<file path="src/rtl/u8san_pkg.sv">
// types, constants and lead-byte decode for the utf-8 sanitizer
// no dependencies
package u8san_pkg;

    typedef logic [7:0] t_byte;

    localparam int unsigned MAX_WORDS = 4;
    localparam int unsigned HOLD_DEPTH = 3;

    localparam t_byte SPACE_BYTE = 8'h20;
    localparam t_byte MASK_ONE   = 8'h80;
    localparam t_byte MASK_TWO   = 8'hE0;
    localparam t_byte LEAD_TWO   = 8'hC0;
    localparam t_byte MASK_THREE = 8'hF0;
    localparam t_byte LEAD_THREE = 8'hE0;
    localparam t_byte MASK_FOUR  = 8'hF8;
    localparam t_byte LEAD_FOUR  = 8'hF0;
    localparam t_byte MASK_CONT  = 8'hC0;
    localparam t_byte CONT_BITS  = 8'h80;

    // words produced by one accepted byte, drained one per cycle while i_out_ready is high
    typedef struct packed {
        t_byte [MAX_WORDS-1:0] words;
        logic [1:0]            cnt_m1;
        logic                  last;
    } t_bundle;

    // sequence length from the lead byte, 0 for a bad lead
    function automatic logic [2:0] lead_length(input t_byte b);
        logic [2:0] len;
        if ((b & MASK_ONE) == 8'h00) begin
            len = 3'd1;
        end else if ((b & MASK_TWO) == LEAD_TWO) begin
            len = 3'd2;
        end else if ((b & MASK_THREE) == LEAD_THREE) begin
            len = 3'd3;
        end else if ((b & MASK_FOUR) == LEAD_FOUR) begin
            len = 3'd4;
        end else begin
            len = 3'd0;
        end
        return len;
    endfunction

endpackage

</file>
<file path="src/rtl/utf8_sanitizer_top.sv">
// utf-8 framing sanitizer, top level
// depends on u8san_pkg
//
// Takes one byte per input word and returns the sanitized stream one byte per
// output word. A byte is decoded in the cycle it is accepted against the held
// sequence state, and the zero to four words it causes are written into a
// result register; its first word is offered on the next cycle if no earlier
// result waits. The output drains one word per cycle while i_out_ready is
// high, and bytes that cause at most one word flow at one per cycle unless the
// output stalls. A second result register lets the input keep accepting while
// a result still waits on the output. Only framing is checked (lead class and
// continuation pattern); bad leads and broken or unfinished sequences become
// 0x20 bytes, one per affected byte, and the breaking byte is decoded again
// as a new start. o_run_last marks the last word caused by an input byte,
// o_string_end the last word of a string.
module utf8_sanitizer_top (
    input  logic            i_clk,
    input  logic            i_rst_n,
    input  logic            i_in_valid,
    output logic            o_in_ready,
    input  u8san_pkg::t_byte i_in_byte,
    input  logic            i_in_last,
    output logic            o_out_valid,
    input  logic            i_out_ready,
    output u8san_pkg::t_byte o_out_byte,
    output logic            o_run_last,
    output logic            o_string_end
);
    import u8san_pkg::*;

    // held sequence state
    t_byte      r_pend [HOLD_DEPTH];
    t_byte      n_pend [HOLD_DEPTH];
    logic [1:0] r_pcnt, n_pcnt;
    logic [2:0] r_elen, n_elen;

    // result registers
    t_bundle    r_cur, n_cur, r_nxt, n_nxt;
    logic       r_cur_v, n_cur_v, r_nxt_v, n_nxt_v;
    logic [1:0] r_idx, n_idx;

    t_bundle    new_bundle;
    logic [2:0] word_cnt;
    logic       in_fire, out_fire, push, cur_done;
    logic       is_cont, handled;
    logic [2:0] llen;

    assign o_in_ready = !r_nxt_v;
    assign in_fire    = i_in_valid && o_in_ready;
    assign out_fire   = r_cur_v && i_out_ready;
    assign cur_done   = (r_idx == r_cur.cnt_m1);

    assign o_out_valid  = r_cur_v;
    assign o_out_byte   = r_cur.words[r_idx];
    assign o_run_last   = cur_done;
    assign o_string_end = cur_done && r_cur.last;

    // decode of the incoming byte
    always_comb begin
        is_cont  = ((i_in_byte & MASK_CONT) == CONT_BITS);
        llen     = lead_length(i_in_byte);
        handled  = 1'b0;
        word_cnt = 3'd0;
        n_pcnt   = r_pcnt;
        n_elen   = r_elen;
        for (int i = 0; i < HOLD_DEPTH; i++) begin
            n_pend[i] = r_pend[i];
        end
        new_bundle.words  = {MAX_WORDS{SPACE_BYTE}};
        new_bundle.last   = i_in_last;

        if (r_pcnt != 2'd0) begin
            if (is_cont) begin
                handled = 1'b1;
                if ({1'b0, r_pcnt} + 3'd1 >= r_elen) begin
                    // sequence complete, release it unchanged
                    for (int i = 0; i < HOLD_DEPTH; i++) begin
                        if (i < int'(r_pcnt)) begin
                            new_bundle.words[i] = r_pend[i];
                        end
                    end
                    new_bundle.words[r_pcnt] = i_in_byte;
                    word_cnt = {1'b0, r_pcnt} + 3'd1;
                    n_pcnt   = 2'd0;
                    n_elen   = 3'd0;
                end else if (i_in_last) begin
                    // string ends mid-sequence
                    word_cnt = {1'b0, r_pcnt} + 3'd1;
                    n_pcnt   = 2'd0;
                    n_elen   = 3'd0;
                end else begin
                    n_pend[r_pcnt] = i_in_byte;
                    n_pcnt         = r_pcnt + 2'd1;
                end
            end else begin
                // broken sequence, one space per held byte
                word_cnt = {1'b0, r_pcnt};
                n_pcnt   = 2'd0;
                n_elen   = 3'd0;
            end
        end

        if (!handled) begin
            if (llen == 3'd1) begin
                new_bundle.words[word_cnt[1:0]] = i_in_byte;
                word_cnt = word_cnt + 3'd1;
            end else if (llen == 3'd0 || i_in_last) begin
                word_cnt = word_cnt + 3'd1;
            end else begin
                n_pend[0] = i_in_byte;
                n_pcnt    = 2'd1;
                n_elen    = llen;
            end
        end

        new_bundle.cnt_m1 = 2'(word_cnt - 3'd1);
        push = in_fire && (word_cnt != 3'd0);
    end

    // result register management
    always_comb begin
        n_cur   = r_cur;
        n_nxt   = r_nxt;
        n_cur_v = r_cur_v;
        n_nxt_v = r_nxt_v;
        n_idx   = r_idx;
        if (out_fire) begin
            if (cur_done) begin
                n_idx   = 2'd0;
                n_cur_v = 1'b0;
                if (r_nxt_v) begin
                    n_cur   = r_nxt;
                    n_cur_v = 1'b1;
                    n_nxt_v = 1'b0;
                end
            end else begin
                n_idx = r_idx + 2'd1;
            end
        end
        if (push) begin
            if (!n_cur_v) begin
                n_cur   = new_bundle;
                n_cur_v = 1'b1;
            end else begin
                n_nxt   = new_bundle;
                n_nxt_v = 1'b1;
            end
        end
    end

    always_ff @(posedge i_clk) begin
        if (!i_rst_n) begin
            r_pcnt  <= 2'd0;
            r_elen  <= 3'd0;
            r_cur_v <= 1'b0;
            r_nxt_v <= 1'b0;
            r_idx   <= 2'd0;
        end else begin
            if (in_fire) begin
                r_pcnt <= n_pcnt;
                r_elen <= n_elen;
            end
            r_cur_v <= n_cur_v;
            r_nxt_v <= n_nxt_v;
            r_idx   <= n_idx;
        end
    end

    always_ff @(posedge i_clk) begin
        if (in_fire) begin
            for (int i = 0; i < HOLD_DEPTH; i++) begin
                r_pend[i] <= n_pend[i];
            end
        end
        r_cur <= n_cur;
        r_nxt <= n_nxt;
    end

endmodule

</file>
<file path="config.mk">
export PLATFORM = sky130hd
export DESIGN_NAME = utf8_sanitizer_top
export DESIGN_NICKNAME = d
export VERILOG_FILES = /design/src/rtl/u8san_pkg.sv /design/src/rtl/utf8_sanitizer_top.sv
export SDC_FILE = /design/constraint.sdc
export NUM_CORES = 1
export LEC_CHECK = 0
export BUFFER_PORTS_ARGS = -buffer_cell sky130_fd_sc_hd__buf_2
export CORE_MARGIN = 2
export CORE_UTILIZATION = 45
export DETAILED_ROUTE_END_ITERATION = 8
export PLACE_DENSITY_LB_ADDON = 0.12
export SLEW_MARGIN = 10
export SYNTH_ARGS = -nofsm -noshare
export SYNTH_HDL_FRONTEND = slang
export SYNTH_SLANG_ARGS = --single-unit
</file>
<file path="constraint.sdc">
create_clock -name i_clk -period 10.5 [get_ports i_clk]
set_input_delay 1.05 -clock i_clk [delete_from_list [all_inputs] [get_ports i_clk]]
set_output_delay 1.05 -clock i_clk [all_outputs]
set_load 0.03 [all_outputs]
</file>
Word level (Yosys, flattened, before mapping)
Memories as Yosys holds them, arrays and structs flattened.
Cells that the tools add are included.

cells by class
  magnitude comparators = 11
  $add $sub $neg = 5
  equality and inequality tests = 6
  reductions and logical operators = 14
  muxes and demuxes = 78
  bitwise gates (word level) = 1

operators with widths
  kind                   number
  $mux W35               5
  $mux W32               5
  $mux W8                19
  $mux W24               4
  $bwmux W32             2
  $mux W3                18
  $demux W8 S2           3
  $bwmux W24             1
  $bmux W8 S2            1
  $mux W2                8
  $mux W1                12
  $lt A2 B3 Y1 const B   3
  $logic_not A8 Y1       1
  $logic_and A1 B1 Y1    7
  $eq A5 B5 Y1 const B   1
  $add A2 B1 Y2 const B  2
  $eq A4 B4 Y1 const B   1
  $ge A2 B1 Y1 const B   2
  $lt A1 B2 Y1 const A   2
  $add A2 B1 Y3 const B  1
  $add A3 B1 Y3 const B  1
  $eq A3 B1 Y1 const B   1
  $eq A3 B3 Y1 const B   1
  $ge A3 B3 Y1           1
  other kinds (13)       13

word-level totals
  output and inout port bits = 12
  memories kept = 1
  bits in registers = 79
  RAM bits = 24
  input bits = 13
  logic and storage cells = 133

memories
  memory  words  bits a word  rd ports  clocked after memory_dff  write ports  RTL line                  source
  r_pend  3      8            3         0                         3            utf8_sanitizer_top.sv:32  t_byte r_pend [HOLD_DEPTH];

Longest topological paths before layout
  depth in word-level cells = 14
  gate-level depth with buffers = 15
  depth with buffers taken out = 14

Least setup slack after synthesis
Ideal clock, no wire load.

  kind = input-to-reg
  start = input i_in_byte[7]
  end = register r_nxt[0] in the netlist's numbering, enable pin
  path buffers = 1
  data required time = 10.073 ns
  arrival time = 4.105 ns
  stages = 12
  setup time = 0.427 ns
  path slack = 5.968 ns
  cells stage by stage = buf_2 -> inv_1 -> nor2_1 -> nand3_1 -> a21oi_1 -> inv_1 -> ha_1 -> mux2i_1 -> ha_1 -> o211ai_4 -> nand2_1 -> nor2_1

on the way
  longest elaborated chain between the ends = 13
  elaborated cells between the ends (all ways) = 23
  classes of those cells = add/sub: 1; eq/ne: 5; mux: 11; reduce/logical: 6

ends and longest elaborated chain
  what                           RTL line                   source
  start, declared                utf8_sanitizer_top.sv:21   input u8san_pkg::t_byte i_in_byte,
  $eq A5 B5 Y1                   u8san_pkg.sv:37            end else if ((b & MASK_FOUR) == LEAD_FOUR) begin
  $mux W3                        u8san_pkg.sv:37
  $mux W3                        u8san_pkg.sv:35            end else if ((b & MASK_THREE) == LEAD_THREE) begin
  $mux W3                        u8san_pkg.sv:33            end else if ((b & MASK_TWO) == LEAD_TWO) begin
  $mux W3                        u8san_pkg.sv:31            if ((b & MASK_ONE) == 8'h00) begin
  $logic_not A3 Y1               utf8_sanitizer_top.sv:107  end else if (llen == 3'd0 || i_in_last) begin
  $logic_or A1 B1 Y1             utf8_sanitizer_top.sv:107
  $mux W3                        utf8_sanitizer_top.sv:107
  $mux W3                        utf8_sanitizer_top.sv:104  if (llen == 3'd1) begin
  $mux W3 *                      utf8_sanitizer_top.sv:103  if (!handled) begin
  $reduce_bool A3 Y1 *           utf8_sanitizer_top.sv:117  push = in_fire && (word_cnt != 3'd0);
  $logic_and A1 B1 Y1 *          utf8_sanitizer_top.sv:117
  $reduce_and A2 Y1 (no line) *  --
  end signal, assigned           utf8_sanitizer_top.sv:176  r_nxt <= n_nxt;
  end, declared                  utf8_sanitizer_top.sv:38   t_bundle r_cur, n_cur, r_nxt, n_nxt;

Every way passes the cells marked *; elsewhere a longest branch is shown, timed or not.
A chain may end at the register's enable or synchronous reset.

Worst setup path after layout
  start = register r_pcnt[0]
  end = register r_nxt[25] in the netlist's numbering, enable pin

on the way
  longest elaborated chain between the ends = 12
  elaborated cells between the ends (all ways) = 15
  classes of those cells = add/sub: 2; order compare: 1; mux: 8; reduce/logical: 4

ends and longest elaborated chain
  what                                            RTL line                                                                      source
  start, declared                                 utf8_sanitizer_top.sv:34                                                      logic [1:0] r_pcnt, n_pcnt;
  start signal, assigned                          utf8_sanitizer_top.sv:160                                                     r_pcnt <= n_pcnt;
  $add A2 B1 Y3                                   utf8_sanitizer_top.sv:75, utf8_sanitizer_top.sv:83, utf8_sanitizer_top.sv:88
  $ge A3 B3 Y1 / $mux W3 (equally long branches)  utf8_sanitizer_top.sv:75, utf8_sanitizer_top.sv:86
  $mux W3                                         utf8_sanitizer_top.sv:75                                                      if ({1'b0, r_pcnt} + 3'd1 >= r_elen) begin
  $mux W3                                         utf8_sanitizer_top.sv:73                                                      if (is_cont) begin
  $mux W3                                         utf8_sanitizer_top.sv:72                                                      if (r_pcnt != 2'd0) begin
  $add A3 B1 Y3                                   utf8_sanitizer_top.sv:106, utf8_sanitizer_top.sv:108
  $mux W3                                         utf8_sanitizer_top.sv:107
  $mux W3                                         utf8_sanitizer_top.sv:104
  $mux W3 *                                       utf8_sanitizer_top.sv:103
  $reduce_bool A3 Y1 *                            utf8_sanitizer_top.sv:117
  $logic_and A1 B1 Y1 *                           utf8_sanitizer_top.sv:117
  $reduce_and A2 Y1 (no line) *                   --

Marks and branches as above.

==> out/qor.txt <==
Register area = 2650 sq um
Fin crit share = 40.8%
Worst Setup End Kind = flip-flop
Most frequent cells in the layout = 59 x edfxtp_1, 44 x mux2_2, 44 x dfxtp_1, 29 x mux2_4, 24 x buf_2
P_leak = 2.14 nW
Via density = 5.61
Clk_skew = 7.31 ps
Die W = 110 microns
Largest area contributor in the netlist = edfxtp_1
Core ar. = 10900 sq um
Die area = 12200 sq um
Post-synth EDFFs = 59
Setup Fix Bufs, Post-CTS = 0
CTS clock-pin slew for the worst setup and hold paths = 60 ps
Ant. Diodes = 0
Final wirelength = 10000 microns
WS Path Type = flip-flop to flip-flop
Clk root buf = clkbuf_16
Outcome = finished clean
Critical Path RT = 10460 ps
First-pass GRT wire length = 16200 microns
DR vias = 2928
Register area share after synthesis = 52.1%
Worst skew pair latency = 350 ps
DR iter-0 viols = 210
Post-Place Cells = 506
Post-Syn Instances = 357
Worst slew pin tran = 1110 ps
Final ANT Viol Nets = 0
Site Rows = 38
GRT Total Usage = 18.3%
Final routed DRC violation total = 0
H-tree depth = 3
Ys async rst share = 0%
Gpl congestion = 0.831
Setup TNS = 0 ps
Cts hold-fix bufs = 0
F_max = 233 MHz
FILL cells = 957
Longest Clk Path Bufs = 2
Synthesis-to-finish area growth = 9.19%
Period minus WS final = 4280 ps
FF+latch count, synth = 103
Fraction of layout cells with a size suffix above 1 = 35.9%
Final Hold Fails = 0
Reg2Reg Launch Point = r_pcnt[0]
Yosys warns = 0
Area contributors post-synth = edfxtp_1 35%, dfxtp_1 17%, mux2_2 9.7%
Initial Util = 46.6%
CTS resizes = 0
Power Total = 897 uW
Final HPWL DP = 6530 microns
Clk sinks = 103
Unrepaired setup endpoints after global routing = false
Pre-Repair DR Iteration Count = 4
IO Pins = 25
Vias in the first global route = 2953
Startpoint types = flip-flop
CP Max Fanout = 35
CP Launch Point = r_pcnt[0]
Synthesized Nets = 382
Gr ovfl total = 0
Multi-input gate area = 2280 sq um
Wire per inst = 19.2 microns
Pwr dens = 161 nW/um^2
Pin count of the biggest net entering global routing = 36
Library cells used by synthesis = 58
R2R Setup Slk = 6220 ps
Non-Filler Instances = 522
PortBufs = 24
Post-Syn Area per Cell = 14.3 sq um
Max-slew violations = 0
Peak VDD IR = 0.122 mV
Slew headroom = 26.0%
CTS buffer count = 9
Main flop type after synthesis = edfxtp_1
Worst slack at placement = 6080 ps
Max cap viols = 0
Critical path data arrival time = 4250 ps
Die height = 110 microns
Nets = 402
Final count of negative-setup-slack endpoints = 0
CTS tree = done
Minimum setup slack in the final design = 6220 ps
Worst Hold Class = flip-flop to flip-flop
Commonest non-fill, non-tap cell in the layout = edfxtp_1
HP Start = r_elen[2]
Initial antenna violation count = 0
Yosys top cell area share = 34.8%
Syn Std Cell Area = 5090 sq um
-- critical path, stage by stage, from the launching register on --
cell and delay, ps:
dfxtp_1 470, inv_1 140, ha_1 350, ha_1 400, a311o_1 270, nand3_1 100, a21oi_1 310, inv_1 110
ha_1 290, mux2i_1 90, ha_1 240, o211ai_4 100, nand2_1 130, nor2_4 860
-- metal layers --
layer	GRT usage (%)	vias to the layer above	share of wire, %
li1	-	1406	-
met1	24.1	1444	46
met2	29.8	70	47
met3	5.70	8	5.8
met4	4.02	0	0.97
met5	0	-	0
-- cell families (layout without fill, tap and decap cells) --
group	Yosys count	count (layout)	synth area share (%)
DFF	103	103	52.1
muxes	84	84	22.4
and+or+nand+nor	72	72	9.19
AOI/OAI and AO/OA	57	57	9.73
buffers and inverters	27	52	3.29
adders and majority gates	12	12	2.95
xor gates and xnor gates	2	2	0.344
-- synth_stat cells, types with 3 or more instances --
cell,count
a22o_1,18
inv_1,11
ha_1,12
dfxtp_1,44
a21oi_1,10
and2_1,7
a21boi_0,4
mux2_4,29
mux2i_1,3
buf_2,8
mux4_2,8
o21ai_0,4
and3_1,5
nand3_1,6
buf_12,3
nand2b_1,4
nor3_1,5
nor2b_1,5
a21o_1,3
a31o_2,3
nand2_1,14
edfxtp_1,59
nor2_1,10
mux2_2,44
-- power breakdown --
part / switching (mW) / internal, mW
Combinational: 0.0651 / 0.0489
Clock: 0.144 / 0.184
Sequential: 0.00992 / 0.446
-- final cells by class --
cell class	count	share of cell area (%)
Inverter	12	0.810
Multi-Input combinational cell	227	41.0
Sequential cell	103	47.7
Clock buffer	10	4.12
Clock inverter	6	1.06
Timing Repair Buffer	24	2.16
Tap cell	140	3.15
-- metrics by stage --
step / utilization (%) / hold slack, ps / area (sq um)
final: 50.8 / 483 / 5560
after global routing: 50.8 / 531 / 5560
after CTS: 50.8 / 487 / 5560
after detailed placement: 48.2 / 477 / 5270
after global placement: 48.2 / 477 / 5270
after floorplan: - / 452 / 5090
-- worst paths after layout --
check	endpoint	depth (start not counted)
setup / recovery	r_nxt[25]	13
hold / removal	r_elen[2]	2
hold reg to reg	r_elen[2]	2
setup reg to reg	r_nxt[25]	13
(Power assumes the default switching activity.)
